**config.mk**
```make
export PLATFORM = sky130hd
export DESIGN_NAME = cc20_queue
export DESIGN_NICKNAME = d
export VERILOG_FILES = /design/src/rtl/cc20_pkg.sv /design/src/rtl/cc20_queue.sv
export SDC_FILE = /design/constraint.sdc
export NUM_CORES = 1
export LEC_CHECK = 0
export ABC_AREA = 1
export BUFFER_PORTS_ARGS = -buffer_cell sky130_fd_sc_hd__buf_2
export CORE_MARGIN = 4
export CORE_UTILIZATION = 60
export DETAILED_ROUTE_END_ITERATION = 8
export GPL_TIMING_DRIVEN = 1
export HOLD_SLACK_MARGIN = 0.15
export PLACE_DENSITY = 0.83
export SYNTH_ARGS = -nofsm -noshare
export SYNTH_HDL_FRONTEND = slang
export SYNTH_SLANG_ARGS = --single-unit
```
**constraint.sdc**
```tcl
create_clock -name clk -period 3.5 [get_ports clk]
set_clock_uncertainty 0.2 [all_clocks]
set_input_delay 0.175 -clock clk [delete_from_list [all_inputs] [get_ports clk]]
set_output_delay 0.175 -clock clk [all_outputs]
set_load 0.1 [all_outputs]
```
**src/rtl/cc20_pkg.sv**
```systemverilog
// Shared types and constants of the ChaCha20 stream cipher.
// No dependencies; every other file of the block refers to this package.
`default_nettype none
package cc20_pkg;

  localparam int BLOCK_BYTES   = 64;
  localparam int POS_W         = 7;
  localparam int DOUBLE_ROUNDS = 10;
  localparam int RND_W         = 5;
  localparam int QUEUE_DEPTH   = 4;

  localparam logic [31:0] SIGMA0 = 32'h61707865;
  localparam logic [31:0] SIGMA1 = 32'h3320646e;
  localparam logic [31:0] SIGMA2 = 32'h79622d32;
  localparam logic [31:0] SIGMA3 = 32'h6b206574;

  localparam logic [2:0] CFG_KEY_0_7    = 3'd0;
  localparam logic [2:0] CFG_KEY_8_15   = 3'd1;
  localparam logic [2:0] CFG_KEY_16_23  = 3'd2;
  localparam logic [2:0] CFG_KEY_24_31  = 3'd3;
  localparam logic [2:0] CFG_NONCE_0_7  = 3'd4;
  localparam logic [2:0] CFG_NONCE_8_11 = 3'd5;

  typedef logic [31:0] word_t;

  typedef struct packed {
    logic [7:0] data;
    logic       last;
    logic       restart;
    logic       new_block;
  } item_t;

endpackage
`default_nettype wire

```
**src/rtl/cc20_queue.sv**
```systemverilog
// Short first-in first-out queue of tagged bytes between front and back.
// Depends on cc20_pkg.
`default_nettype none
module cc20_queue #(
  parameter int DEPTH = cc20_pkg::QUEUE_DEPTH
) (
  input  wire logic            clk,
  input  wire logic            rst,
  input  wire logic            push,
  input  wire cc20_pkg::item_t push_item,
  output logic                 ready,
  input  wire logic            pop,
  output logic                 valid,
  output cc20_pkg::item_t      head
);

  localparam int AW = $clog2(DEPTH);

  cc20_pkg::item_t mem [DEPTH];
  logic [AW-1:0]   wr_ptr;
  logic [AW-1:0]   rd_ptr;
  logic [AW:0]     count;

  assign ready = (count != (AW+1)'(DEPTH));
  assign valid = (count != '0);
  assign head  = mem[rd_ptr];

  always_ff @(posedge clk) begin
    if (push) begin
      mem[wr_ptr] <= push_item;
    end
  end

  always_ff @(posedge clk) begin
    if (rst) begin
      wr_ptr <= '0;
      rd_ptr <= '0;
      count  <= '0;
    end else begin
      if (push) begin
        wr_ptr <= wr_ptr + AW'(1);
      end
      if (pop) begin
        rd_ptr <= rd_ptr + AW'(1);
      end
      if (push && !pop) begin
        count <= count + (AW+1)'(1);
      end else if (pop && !push) begin
        count <= count - (AW+1)'(1);
      end
    end
  end

endmodule
`default_nettype wire

```
Word-level counts from Yosys, hierarchy flattened
Memories as Yosys holds them, arrays and structs flattened. A register that Yosys moved wholly into a read port is not among the register bits.
Cells that the tools add are included.
Operators by class
  add/sub/neg operators: 4
  reduce and logical (&&, ||, !) cells: 6
  multiplexer cells: 6
  equal/unequal tests: 1
Operator list (count)
  $mux 3: 2
  $add 2x1->2 const B: 2
  $mux 2: 2
  $add 3x1->3 const B: 1
  $ne 3x3->1 const B: 1
  $reduce_bool 3->1: 1
  $sub 3x1->3 const B: 1
  $logic_and 1x1->1: 2
  $logic_not 1->1: 2
  $mux 1: 2
  $reduce_bool 2->1: 1
Word-level totals
  memories kept: 1
  output and inout bits: 13
  register bits after elaboration: 7
  memory bits (writable): 44
Memories
  mem: words 4, bits a word 11, read ports 1, clocked after memory_dff 1, wr ports 1, RTL line cc20_queue.sv:19  | cc20_pkg::item_t mem [DEPTH];

Depth between registers and ports, before layout
  word-level depth: 4
  gate-level depth with buffers: 10
  depth with buffers taken out: 10

Worst setup path before layout
No wires, ideal clock.
  path kind: register -> output
  start point: reg (tool-made name)
  end point: out head[0] (netlist bit)
  data required time: 3125 ps
  path slack: 1059 ps
  stages on the path, launching flop included: 5
  path buffers: 1
  arrival time: 2066 ps
  path through: dfxtp_1 inv_2 buf_4 o21ai_1 o22ai_1
RTL lines
  to (decl): RTL line cc20_queue.sv:14  | output cc20_pkg::item_t head

==> reports/results.ini <==
[clocking]
cts_sinks=53
cts_buffers=5
cts_tree=built
cts-htree-levels=2
cts_buffer_depth=2
cts.clk_slew.worst_paths_ns=0.12
cts_root_buffer=clkbuf_4
clock_latency_ns=0.35

[sta]
relSlewSlack_pct=46.6
worst_pin_slew_ns=0.800
finalCritPeriodShare_pct=75.2
period_needed_ns=2.63
setup_viol=0
fmax_ghz=0.380
slew_viol_final=0
hold_viol_final=0
rsz0062_at_grt=no
fin_tns_setup_ns=0

[pwr]
p_sw_share_pct=31.5
pwr-share-clk_pct=23.6
p_seq_share_pct=54.4
p_switching_uw=425
power_mw=1.35
power_frac_comb_pct=22.0
intPower_uw=926
power_leakage_nw=0.963
worst_ir_drop_vdd_mv=0.354
p_per_area_nw_per_um2=548

[logic_synthesis]
synth_top_area_share_pct=63.6
ys_ff_latch=53
synth_top_family_by_area=compound AO/OA/AOI/OAI gates
yosys.area.top_type=edfxtp_1
synth_mux_area_share_pct=0
syn-num-nets=187
synth_cells=166
syn_area_um2=2080
synthAdderAreaFrac_pct=3.97
avgSynthCellArea_um2=12.5
synthSimpleGateAreaFrac_pct=7.16
synth_xor_area_share_pct=0
synth_compound_area_share_pct=11.3
netlist_top_cells_area=edfxtp_1 64%, dfxtp_1 8.7%, o21ai_1 5.1%, nor2_1 4.5%, o22ai_1 3.3%
yosys_warnings=0
seq_area_frac_synth_pct=72.2
ys_types=17

[worst_hold_path]
hold_start=rd_ptr[1]
hold_depth=1
min_path_type=reg2reg
holdPathEnd=rd_ptr[1]

[drt]
post_drt_wl_per_cell_um=14.7
vias=1373
top_layer=met4
dr_wl_met2_mm=2.04
wl_met1_mm=1.45
ant_nets=0
totalWireLength_mm=3.78
drc_errors=0
dr.pass1.iters=4
wl_met3_um=233
drt_iter0_drc=93
via_per_inst=5.34

[critical_path]
worstRegToRegCells=4
r2r_setup_slack_ns=1.91
reg2reg_to=mem[2][2]
required_ns=3.12
startpoint_type=flip-flop
crit_type=reg2out
r2r-start=wr_ptr[0]
cpPeakStageDelay_ns=0.86
path_cells=inv_2 > o21ai_1 > o22ai_1 > buf_2
crit_slowest_cell=dfxtp_1
worstPathArrival_ns=2.26
end_kind=output pin
cp_max_fo=23

[run]
drv_cap=0

[floorplanning]
io_pins=28
die-area_um2=4470
core.rowCount=21
die_y_um=66.9
die_x_um=66.9
core_um2=3340
initial_core_util_pct=62.3

[global_route]
grt_pass1_vias=1441
grt_antenna_before_repair=0
grt_max_degree=24
grtUsageTotal_pct=20.1
grt_pass1_wl_mm=6.39
grt_overflow=0

[placed_design]
port_buffers=27
dpl.hpwl_mm=2.42
gp_congestion=0.724

[finish]
drive_gt1_share_pct=17.5
num_antenna_cells=0
areaGrowthSynthToFinish_pct=18.7
layout.nets=231
fillers=245
ff_latch_area_um2=1500
multiInputGateArea_um2=465

[outcome]
status=completed

flip-flops by register name, summed over array words and instances, names as in the netlist, named ones only:
| register | flops |
|---|---|
| wr_ptr | 2 |
| count | 3 |
| rd_ptr | 2 |
| mem | 44 |
worst max path at each step:
stage	end	slack (ns)	depth (start not counted)
after global placement	head[6]	1.40	4
after CTS	head[9]	0.85	4
after detailed placement	head[9]	1.27	4
after floorplan	head[0]	1.06	4
after global routing	head[7]	0.66	4
final	head[9]	0.87	4
timing repair:
item,in CTS,in global routing
hold buffers,16,0
gates resized for setup,0,0
hold endpoints to repair,53,0
setup buffers,0,0
Yosys cell counts:
library cell  instances
edfxtp_1             44
nor2_1               25
o21ai_1              21
inv_1                14
o22ai_1              11
dfxtp_1               9
nand2_1               9
o21ai_0               7
a21oi_1               5
ha_1                  5
buf_4                 4
inv_2                 4
nand3_1               3
buf_2                 2
clkinv_1              1
fa_1                  1
nand4_1               1
cell type report:
cell class	count	share of cell area, %
Clock buffer	6	1.67
Sequential cell	53	60.9
Tap cell	46	2.33
Timing Repair Buffer	43	12.0
Inverter	19	2.89
Clock inverter	2	1.37
Multi-Input combinational cell	88	18.9
logic make-up (layout without fill, tap and decap cells):
logic type               after synthesis  in the layout
AND/OR/NAND/NOR                       38             38
flip-flops                            53             53
buffers and inverters                 25             70
AO/OA/AOI/OAI                         44             44
adder cells (fa/ha/maj)                6              6
critical path: cells and delay by family, from the launching register on:
family | cells | cell delay [ns]
compound gates | 2 | 0.36
buf+inv | 2 | 0.68
flops | 1 | 0.86
through the flow:
step	setup slack [ns]	instance area (um2)	cells	utilization [%]	hold WS, ns
finish	0.869	2470	257	73.9	0.268
global route	0.659	2470	257	73.9	0.306
CTS	0.852	2470	257	73.9	0.270
detailed placement	1.27	2230	233	66.9	0.190
global placement	1.40	2230	233	66.9	0.183
floorplan	1.06	2080	166	-	0.0739
routing by layer:
layer,vias up,track usage [%]
met5,-,0
met4,0,8.35
li1,675,-
met3,5,5.73
met1,654,22.3
met2,39,35.9
power groups by stage:
stage                     sequential [mW]  clock [mW]  combinational, mW
after detailed placement            0.749           0              0.283
final                               0.734       0.319              0.298
after CTS                           0.734       0.322              0.299
after floorplan                     0.739           0              0.240
after global placement              0.746           0              0.275
after global routing                0.739       0.360              0.317
layout by cell type (no fill, tap or decap), types with 4 or more instances in the layout:
cell | synthesis | routed
o21ai_1 | 21 | 21
buf_2 | 2 | 27
a21oi_1 | 5 | 5
nand2_1 | 9 | 9
o21ai_0 | 7 | 7
ha_1 | 5 | 5
o22ai_1 | 11 | 11
dfxtp_1 | 9 | 9
edfxtp_1 | 44 | 44
inv_2 | 4 | 4
dlygate4sd3_1 | 0 | 16
inv_1 | 14 | 14
clkbuf_4 | 0 | 5
nor2_1 | 25 | 25
Note: power is estimated with default switching activity, not from simulation.
