File: config.mk
export PLATFORM = sky130hd
export DESIGN_NAME = cc20_front
export DESIGN_NICKNAME = d
export VERILOG_FILES = /design/src/rtl/cc20_pkg.sv /design/src/rtl/cc20_front.sv
export SDC_FILE = /design/constraint.sdc
export NUM_CORES = 1
export LEC_CHECK = 0
export BUFFER_PORTS_ARGS = -buffer_cell sky130_fd_sc_hd__buf_2
export CORE_AREA = 8 8 45 47
export DETAILED_ROUTE_END_ITERATION = 16
export DIE_AREA = 0 0 53 55
export PLACE_DENSITY = 0.71
export SKIP_LAST_GASP = 1
export SLEW_MARGIN = 20
export SYNTH_ARGS = -nofsm -noshare
export SYNTH_HDL_FRONTEND = slang
export SYNTH_SLANG_ARGS = --single-unit
File: constraint.sdc
create_clock -name clk -period 3.2 [get_ports clk]
set_input_delay 0.32 -clock clk [delete_from_list [all_inputs] [get_ports clk]]
set_output_delay 0.32 -clock clk [all_outputs]
set_load 0.03 [all_outputs]
File: src/rtl/cc20_pkg.sv
// Shared types and constants of the ChaCha20 stream cipher.
// No dependencies; every other file of the block refers to this package.
`default_nettype none
package cc20_pkg;

  localparam int BLOCK_BYTES   = 64;
  localparam int POS_W         = 7;
  localparam int DOUBLE_ROUNDS = 10;
  localparam int RND_W         = 5;
  localparam int QUEUE_DEPTH   = 4;

  localparam logic [31:0] SIGMA0 = 32'h61707865;
  localparam logic [31:0] SIGMA1 = 32'h3320646e;
  localparam logic [31:0] SIGMA2 = 32'h79622d32;
  localparam logic [31:0] SIGMA3 = 32'h6b206574;

  localparam logic [2:0] CFG_KEY_0_7    = 3'd0;
  localparam logic [2:0] CFG_KEY_8_15   = 3'd1;
  localparam logic [2:0] CFG_KEY_16_23  = 3'd2;
  localparam logic [2:0] CFG_KEY_24_31  = 3'd3;
  localparam logic [2:0] CFG_NONCE_0_7  = 3'd4;
  localparam logic [2:0] CFG_NONCE_8_11 = 3'd5;

  typedef logic [31:0] word_t;

  typedef struct packed {
    logic [7:0] data;
    logic       last;
    logic       restart;
    logic       new_block;
  } item_t;

endpackage
`default_nettype wire

File: src/rtl/cc20_front.sv
// Input side: accepts request bytes and tags each one that needs a fresh
// keystream block. Depends on cc20_pkg.
`default_nettype none
module cc20_front (
  input  wire logic           clk,
  input  wire logic           rst,
  input  wire logic           s_tvalid,
  output logic                s_tready,
  input  wire logic [7:0]     s_tdata,   // data_in
  input  wire logic [0:0]     s_tuser,   // restart
  input  wire logic           s_tlast,   // last_in
  input  wire logic           q_ready,
  output logic                q_push,
  output cc20_pkg::item_t     q_item
);

  logic [cc20_pkg::POS_W-1:0] pos;
  logic [cc20_pkg::POS_W-1:0] pos_eff;
  logic                       need;

  assign s_tready = q_ready;
  assign q_push   = s_tvalid && q_ready;
  assign pos_eff  = s_tuser[0] ? cc20_pkg::POS_W'(cc20_pkg::BLOCK_BYTES) : pos;
  assign need     = (pos_eff == cc20_pkg::POS_W'(cc20_pkg::BLOCK_BYTES));

  always_comb begin
    q_item.data      = s_tdata;
    q_item.last      = s_tlast;
    q_item.restart   = s_tuser[0];
    q_item.new_block = need;
  end

  always_ff @(posedge clk) begin
    if (rst) begin
      pos <= cc20_pkg::POS_W'(cc20_pkg::BLOCK_BYTES);
    end else if (q_push) begin
      pos <= need ? cc20_pkg::POS_W'(1) : pos_eff + cc20_pkg::POS_W'(1);
    end
  end

endmodule
`default_nettype wire

Yosys cells after proc, flatten, opt, wreduce, memory -nomap -nowiden
Index checks and enable logic that the tools add are counted.
W data, S select, Z words.
{ "word_totals": {"regBits": 7, "input_bits": 14} }
{ "classes": {"addsub": 1, "eq_ne": 1, "n_mux": 2, "reduce_logical": 1} }
{ "op_table": {"columns": ["op", "count"], "rows": [
  ["$mux W7", 2],
  ["$add A7 B1 Y7 const B", 1],
  ["$eq A7 B7 Y1 const B", 1],
  ["$logic_and A1 B1 Y1", 1]
]} }

Logic depth before layout (Yosys ltp)
Gate-level depths: netlist of run 1.
{ "logic_depth": {"depth_word": 3, "mapped_depth": 7, "depth_no_buf": 7} }

Worst setup path before layout of run 1
Ideal clock, no wire load.
{ "synth_path": {"path_kind": "reg2out", "start": "register pos[0] (netlist name)", "end": "output q_item[0] (netlist name)", "arrival_ns": 1.305, "slack_ns": 1.575, "path_stages_with_launch": 7, "path_buffers": 1, "cell_sequence": "dfxtp_1 -> nor2b_1 -> inv_1 -> ha_1 -> nor2b_1 -> a22o_1 -> buf_4"} }
{ "synth_via": {"elab_chain_cells": 2} }
{ "synth_rtl": {"columns": ["element", "line", "source"], "rows": [
  ["start: declaration", "cc20_front.sv:17", "logic [cc20_pkg::POS_W-1:0] pos;"],
  ["start signal: assignment", "cc20_front.sv:35", "pos <= cc20_pkg::POS_W'(cc20_pkg::BLOCK_BYTES);"],
  ["start signal: assignment", "cc20_front.sv:37", "pos <= need ? cc20_pkg::POS_W'(1) : pos_eff + cc20_pkg::POS_W'(1);"],
  ["$mux W7", "cc20_front.sv:23", "assign pos_eff = s_tuser[0] ? cc20_pkg::POS_W'(cc20_pkg::BLOCK_BYTES) : pos;"],
  ["$eq A7 B7 Y1", "cc20_front.sv:24", "assign need = (pos_eff == cc20_pkg::POS_W'(cc20_pkg::BLOCK_BYTES));"],
  ["end: declaration", "cc20_front.sv:14", "output cc20_pkg::item_t q_item"]
]} }
Every way passes these cells.

==> key figures, run 1 <==
Finish
  • Largest Register: pos
  • Finished Layout Cells: 82
  • Largest regs: pos (7)
  • Number of flip-flops under the largest register name: 7
  • Area growth, synth to finish: -0.716%
  • Share of post-route cells with drive strength above 1: 0.212
  • Fill count: approximately 150
  • Antenna cells: 0
  • Footprint of the multi-input gates: about 280 um2
  • Reg area: 140 um2
  • Nets: 83

Placement
  • Cells after DPL: 78
  • Gp weighted congestion: ~0.80
  • HPWL Detailed: roughly 870 um
  • IO buf count: 8

Floorplan
  • Die W: ~53 um
  • Die ar.: approximately 2900 um2
  • Starting density of the core: 0.379
  • IO Count: 27
  • Die Y: ~55 um
  • Core outline area: 1380 um2
  • Rows: 14

Route
  • First DRT Iteration DRCs: 6
  • Drt wl/cell: about 13 um
  • Vias per inst: between 5 and 6
  • Vias after detailed routing: roughly 420
  • Drt pass-1 iters: 4
  • DRT antenna net count: 0
  • DRC errors left: 0
  • Final WL: around 1100 um

Timing
  • Worst Tran Pin Value: around 270 ps
  • Max frequency: ~500 MHz
  • RSZ-0062 raised after global routing: false
  • Post-route clock period utilization: 0.625
  • Max-slew headroom: 0.817
  • Hold Violations, Final: 0
  • Setup Viol. Count Final: 0
  • Setup Skew: about 3.2 ps
  • Setup TNS: 0 ps
  • Fin crit period: approximately 2000 ps
  • Slew Limit Fails: 0

Synthesis
  • Synth top area cells: dfxtp_1 27%, buf_4 17%, nand2_1 6.4%, ha_1 4.8%, nand3_1 4.8%
  • Synth Area in Simple Gates: 0.253
  • Yosys reg bits: 7
  • Seq/Total Area, Yosys: 0.267
  • Adder-cell share of the synthesized area: 0.0477
  • Share of the synthesized area in the top cell type: 0.267
  • Distinct cells, synth: 23
  • Cells after Synth: between 60 and 70
  • Post-synth ARST share: 0
  • Netlist Area Pre-Place: around 520 um2
  • XOR/XNOR Fraction of Synth Area: 0.0334
  • Synth Area in Compound Gates: 0.191
  • YS warnings: 0
  • Syn nets: a little over 80
  • Largest family of logic cells by synthesized area: simple AND/OR/NAND/NOR gates
  • Mux cell area share after synthesis: 0
  • Top_reg_cell synth: dfxtp_1
  • EDFF count, synth: 0
  • Mean Syn Cell Area: between 7 and 8 um2
  • Post-synth top area cell: dfxtp_1

Clock tree
  • H-tree level count: 1
  • Num CTS Buffers: 3
  • Clock tree buffer depth: 2
  • Reg clk slew, reported paths: approximately 60 ps
  • Post-CTS Resized: 0
  • Worst-Skew Late Latency: between 200 and 300 ps
  • Setup Buffers After CTS: 0
  • CTS tree: yes
  • Cell at the root of the clock tree: clkbuf_4
  • Num Clock Sinks: 7
  • Post-CTS Hold Buffers: 0

Hold path
  • Worst hold path type: in -> reg

Setup path
  • CP Max Fanout: 4
  • Crit path DAT: roughly 1700 ps
  • CP required: 2880 ps
  • Worst setup SP type: flip-flop
  • Critical path class: reg -> out
  • Crit end category: primary output

Pwr
  • Switching Fraction: 0.284
  • Clock power frac: 0.412
  • Power share of the sequential group: 0.440
  • Comb pwr share: 0.148
  • Switching Power: between 0.05 and 0.06 mW
  • Leakage: 0.214 nW
  • Worst VDD drop: around 0.17 mV
  • PD cells: ~400 nW/um2
  • Int Power: between 0.1 and 0.15 mW

Global route
  • First-pass GRT wire length: between 1500 and 2000 um
  • Vias in the first global route: between 400 and 500
  • Gr usage total: 0.0842
  • Total grt overflow: 0
  • Initial antenna violation count: 0
  • Pin count of the biggest net entering global routing: 9

Outcome
  • Status: complete, no violations

Run
  • Maximum capacitance violations: 0
## power groups by stage
stage          logic, mW  registers [mW]  clock network, mW
6_report          0.0307          0.0911             0.0854
5_1_grt           0.0339          0.0914             0.0892
4_1_cts           0.0310          0.0911             0.0836
3_5_place_dp      0.0308          0.0930                  0
3_3_place_gp      0.0307          0.0929                  0
2_1_floorplan     0.0450          0.0925                  0
## cell type report
type | count | area share
clock buffer | 4 | 0.0505
inverter | 5 | 0.0361
multi-input combinational | 42 | 0.529
sequential | 7 | 0.269
tap | 16 | 0.0385
timing repair buffer | 8 | 0.0769
## path summary, 6_finish.rpt
check	cells after the start	slack, ps	endpoint	from
hold / removal	2	310	pos[1]	rst
setup / recovery	6	1200	q_item[0]	pos[0]
setup reg to reg	7	1480	pos[5]	pos[0]
hold reg to reg	2	500	pos[1]	pos[1]
## kinds of logic after synthesis
family                   Yosys count
flip-flops                         7
adder cells (fa/ha/maj)            2
AO/OA/AOI/OAI                     15
AND/OR/NAND/NOR                   23
XOR/XNOR                           2
buffers and inverters             17
## per-layer routing
| layer | GRT usage | vias up | routed length, um |
|---|---|---|---|
| li1 | - | 217 | - |
| met1 | 0.0805 | 185 | 466 |
| met2 | 0.135 | 17 | 463 |
| met3 | 0.0428 | 5 | 141 |
| met4 | 0.0690 | 0 | 24 |
| met5 | 0 | - | 0 |
## critical path, stage by stage, from the launching register on
cell	delay [ps]
dfxtp_1	340
nor2b_1	260
inv_1	70
ha_1	220
nor2b_1	160
a22o_1	190
buf_2	180
## synthesized netlist by cell type (all sizes together), types with 2 or more instances
library cell,count
a21oi,4
ha,2
nor2b,3
o21ai,4
dfxtp,7
nand3,5
xor2,2
inv,5
o211ai,2
nand2,9
nor2,2
buf,12
## stage by stage
step                      utilization  worst slack, ps  hold slack [ps]  power (mW)  area, um2
after floorplan                     -             1570              389       0.137        524
after global placement          0.357             1390              480       0.124        494
after detailed placement        0.357             1360              488       0.124        494
after CTS                       0.376             1200              302       0.206        520
after global routing            0.376             1050              305       0.215        520
final                           0.376             1200              307       0.207        520
## cell usage in the layout (no fill, tap or decap), drive strengths merged, types with 3 or more instances in the layout
cell type | netlist | layout
nand2 | 9 | 9
nor2b | 3 | 3
nand3 | 5 | 5
inv | 5 | 5
dfxtp | 7 | 7
clkbuf | 0 | 4
a21oi | 4 | 4
o21ai | 4 | 4
buf | 12 | 8
Power figures use the tool's default switching activity.
==> inputs of run 2 (changes only) <==
--- a/config.mk
+++ b/config.mk
@@ -5,11 +5,12 @@
 export SDC_FILE = /design/constraint.sdc
 export NUM_CORES = 1
 export LEC_CHECK = 0
+export ABC_AREA = 1
 export BUFFER_PORTS_ARGS = -buffer_cell sky130_fd_sc_hd__buf_2
 export CORE_AREA = 8 8 45 47
 export DETAILED_ROUTE_END_ITERATION = 16
 export DIE_AREA = 0 0 53 55
-export PLACE_DENSITY = 0.71
+export PLACE_DENSITY = 0.72
 export SKIP_LAST_GASP = 1
 export SLEW_MARGIN = 20
 export SYNTH_ARGS = -nofsm -noshare
==> constraint.sdc (replaced) <==
create_clock -name clk -period 2.06 [get_ports clk]
set_input_delay 0.206 -clock clk [delete_from_list [all_inputs] [get_ports clk]]
set_output_delay 0.206 -clock clk [all_outputs]
set_load 0.03 [all_outputs]
==> run 2 against run 1 <==
Against the previous run:
- sequential share of layout area shrank 0.94 points
- worst hold slack lost 92 ps
- critical path depth shrank 1
- flip-flop and latch count is the same
- first-iteration DRC count grew 67%
- clock power grew 46%
- final area grew 3.6%
- synthesized cell count grew 15%
- count of clock-buffer cells in the layout is the same
- highest routed layer unchanged
==> key figures, run 2 <==
Synthesis
  • Mux cell area share after synthesis: 0 (unchanged)
  • Yosys reg bits: 7 (unchanged)
  • Synth Area in Compound Gates: 0.0968 (-0.0942)
  • Most common cell in the netlist: nand2_1
  • XOR/XNOR Fraction of Synth Area: 0.0161 (-0.0173)
  • Cells after Synth: 76 (+15%)
  • Adder-cell share of the synthesized area: 0.0461 (-0.00165)
  • Post-synth top area cell: dfxtp_1
  • Top_reg_cell synth: dfxtp_1
  • Syn nets: 92 (+12%)
  • EDFF count, synth: 0 (unchanged)
  • Synth top area cells: dfxtp_1 26%, buf_4 17%, nand2_1 15%, nor2_4 6.2%, a21oi_1 5.5%
  • Netlist Area Pre-Place: 543 um2 (+3.6%)
  • Distinct cells, synth: 19 (-17%)
  • Seq/Total Area, Yosys: 0.258 (-0.00924)
  • Synth cell count leaders: 21 x nand2_1, 12 x buf_4, 7 x dfxtp_1, 6 x a21oi_1, 6 x inv_1
  • Synth Area in Simple Gates: 0.369 (+0.116)
  • Largest family of logic cells by synthesized area: simple AND/OR/NAND/NOR gates
  • Post-synth ARST share: 0 (unchanged)
  • Share of the synthesized area in the top cell type: 0.258 (-0.00924)
  • YS warnings: 0 (unchanged)
  • Mean Syn Cell Area: 7.15 um2 (-10%)

Route
  • Vias per inst: 4.96 (-4.1%)
  • DRC errors left: 0 (unchanged)
  • First DRT Iteration DRCs: 10 (+4)
  • Drt wl/cell: 11.2 um (-16%)
  • DRT antenna net count: 0 (unchanged)
  • Final WL: 1030 um (-5.7%)
  • Drt pass-1 iters: 4 (unchanged)
  • Vias after detailed routing: 456 (+7.5%)

Floorplan
  • Starting density of the core: 0.392 (+0.0136)
  • Rows: 14 (unchanged)
  • Die ar.: 2920 um2 (unchanged)
  • Die Y: 55 um (unchanged)
  • IO Count: 27 (unchanged)
  • Die W: 53 um (unchanged)
  • Core outline area: 1380 um2 (unchanged)

Placement
  • Cells after DPL: 88 (+13%)
  • HPWL Detailed: 844 um (-2.9%)
  • IO buf count: 8 (unchanged)
  • Gp weighted congestion: 0.825 (+2.8%)

Timing
  • Max frequency: around 660 MHz
  • Setup Viol. Count Final: 0 (unchanged)
  • Setup Skew: 0.296 ps (-2.88 ps)
  • Post-route clock period utilization: 0.732
  • RSZ-0062 raised after global routing: false
  • Hold Violations, Final: 0 (unchanged)
  • Fin crit period: approximately 1500 ps
  • Max-slew headroom: 0.870 (+0.0530)
  • Setup TNS: 0 ps (unchanged)
  • Worst Tran Pin Value: 194 ps (-80.2 ps)
  • Slew Limit Fails: 0 (unchanged)

Pwr
  • Comb pwr share: 0.150 (+0.002)
  • Switching Power: 0.0845 mW (+43%)
  • Leakage: 0.264 nW (+23%)
  • Power share of the sequential group: 0.450 (+0.010)
  • PD cells: 579 nW/um2 (+45%)
  • Clock power frac: 0.399 (-0.013)
  • Switching Fraction: 0.271 (-0.0136)
  • Worst VDD drop: 0.353 mV (+110%)
  • Int Power: 0.228 mW (+53%)

Setup path
  • Worst path max stage delay: 320 ps (-20 ps)
  • Buffers and inverters on the worst path: 1 (-1)
  • Critical path class: reg -> out
  • Worst setup SP type: flip-flop
  • Top Family by Delay on Critical Path: simple AND/OR/NAND/NOR gates
  • Crit path cell chain: nand2_2 -> ha_1 -> nand3_2 -> nor2_4 -> buf_2
  • Levels on crit path: 5 (-1)
  • CP required: 1850 ps (-1030 ps)
  • CP Max Fanout: 4 (unchanged)
  • Crit end category: primary output
  • Crit path DAT: 1300 ps (-380 ps)
  • Worst-case reg-to-reg path depth: 8 (+1)
  • CP max-delay cell: dfxtp_1

Global route
  • Vias in the first global route: 393 (-6.4%)
  • First-pass GRT wire length: 1710 um (-3.5%)
  • Gr usage total: 0.0815 (-0.00269)
  • Pin count of the biggest net entering global routing: 9 (unchanged)
  • Initial antenna violation count: 0 (unchanged)
  • Total grt overflow: 0 (unchanged)

Clock tree
  • Reg clk slew, reported paths: 50 ps (about the same)
  • Post-CTS Hold Buffers: 0 (unchanged)
  • Num CTS Buffers: 3 (unchanged)
  • CTS tree: yes
  • Setup Buffers After CTS: 0 (unchanged)
  • H-tree level count: 1 (unchanged)
  • Cell at the root of the clock tree: clkbuf_4
  • Post-CTS Resized: 0 (unchanged)
  • Num Clock Sinks: 7 (unchanged)
  • Clock tree buffer depth: 2 (unchanged)
  • Worst-Skew Late Latency: 250 ps (about the same)

Hold path
  • Hold Path Depth: 2 (unchanged)
  • Worst hold path type: in -> reg

Finish
  • Share of post-route cells with drive strength above 1: 0.289 (+0.0774)
  • Largest Register: pos
  • Fill count: 155 (+4.0%)
  • Nets: 93 (+12%)
  • Number of flip-flops under the largest register name: 7 (unchanged)
  • Most common cell after layout, fill and taps aside: nand2_1
  • Antenna cells: 0 (unchanged)
  • Most frequent cells in the layout: 21 x nand2_1, 8 x buf_2, 7 x dfxtp_1, 6 x inv_1, 6 x a21oi_1
  • Area growth, synth to finish: -0.691% (about the same)
  • Finished Layout Cells: 92 (+12%)
  • Largest regs: pos (7)

Outcome
  • Status: complete, no violations

Run
  • Maximum capacitance violations: 0 (unchanged)
==> run 2: layout make-up <==
| class | count | area [um2] | area share |
|---|---|---|---|
| clock buffer | 4 | 26.3 | 0.0487 |
| sequential | 7 | 140 | 0.260 |
| inverter | 7 | 26.3 | 0.0487 |
| tap | 16 | 20.0 | 0.0371 |
| timing repair buffer | 8 | 40.0 | 0.0742 |
| multi-input combinational | 50 | 287 | 0.531 |
==> run 2: cell families after synthesis <==
| logic type | count (synthesis) |
|---|---|
| adders and majority gates | 2 |
| AOI/OAI and AO/OA | 9 |
| xor gates and xnor gates | 1 |
| and+or+nand+nor | 38 |
| buffers and inverters | 19 |
| DFF | 7 |
==> run 2: layer usage <==
| metal | vias to the layer above | wire length, um | part of all wire | track usage |
|---|---|---|---|---|
| met5 | - | 0 | 0 | 0 |
| met4 | 0 | 52 | 0.050 | 0.108 |
| met3 | 4 | 88 | 0.085 | 0.0160 |
| met2 | 10 | 503 | 0.49 | 0.129 |
| met1 | 211 | 390 | 0.38 | 0.0791 |
| li1 | 231 | - | - | - |
==> run 2: path summary, 6_finish.rpt <==
path / startpoint / endpoint / slack, ps
max reg2reg: pos[0] / pos[6] / 730
min reg2reg: pos[6] / pos[6] / 470
min: rst / pos[2] / 210
max: pos[0] / q_item[0] / 550
==> run 2: power groups by stage <==
| stage | Clock [mW] | Sequential, mW | Combinational (mW) |
|---|---|---|---|
| floorplan | 0 | 0.143 | 0.0705 |
| global placement | 0 | 0.143 | 0.0475 |
| detailed placement | 0 | 0.143 | 0.0477 |
| CTS | 0.128 | 0.140 | 0.0479 |
| global route | 0.134 | 0.141 | 0.0524 |
| finish | 0.125 | 0.141 | 0.0470 |
==> run 2: per-stage QoR <==
step            util  power, mW  setup slack [ps]  hold WS, ps  cell area [um2]
6_report       0.390      0.312               553          215              539
2_1_floorplan      -      0.214               846          268              543
4_1_cts        0.390      0.317               541          211              539
5_1_grt        0.390      0.327               464          223              539
3_5_place_dp   0.371      0.191               636          412              513
3_3_place_gp   0.371      0.191               664          412              513
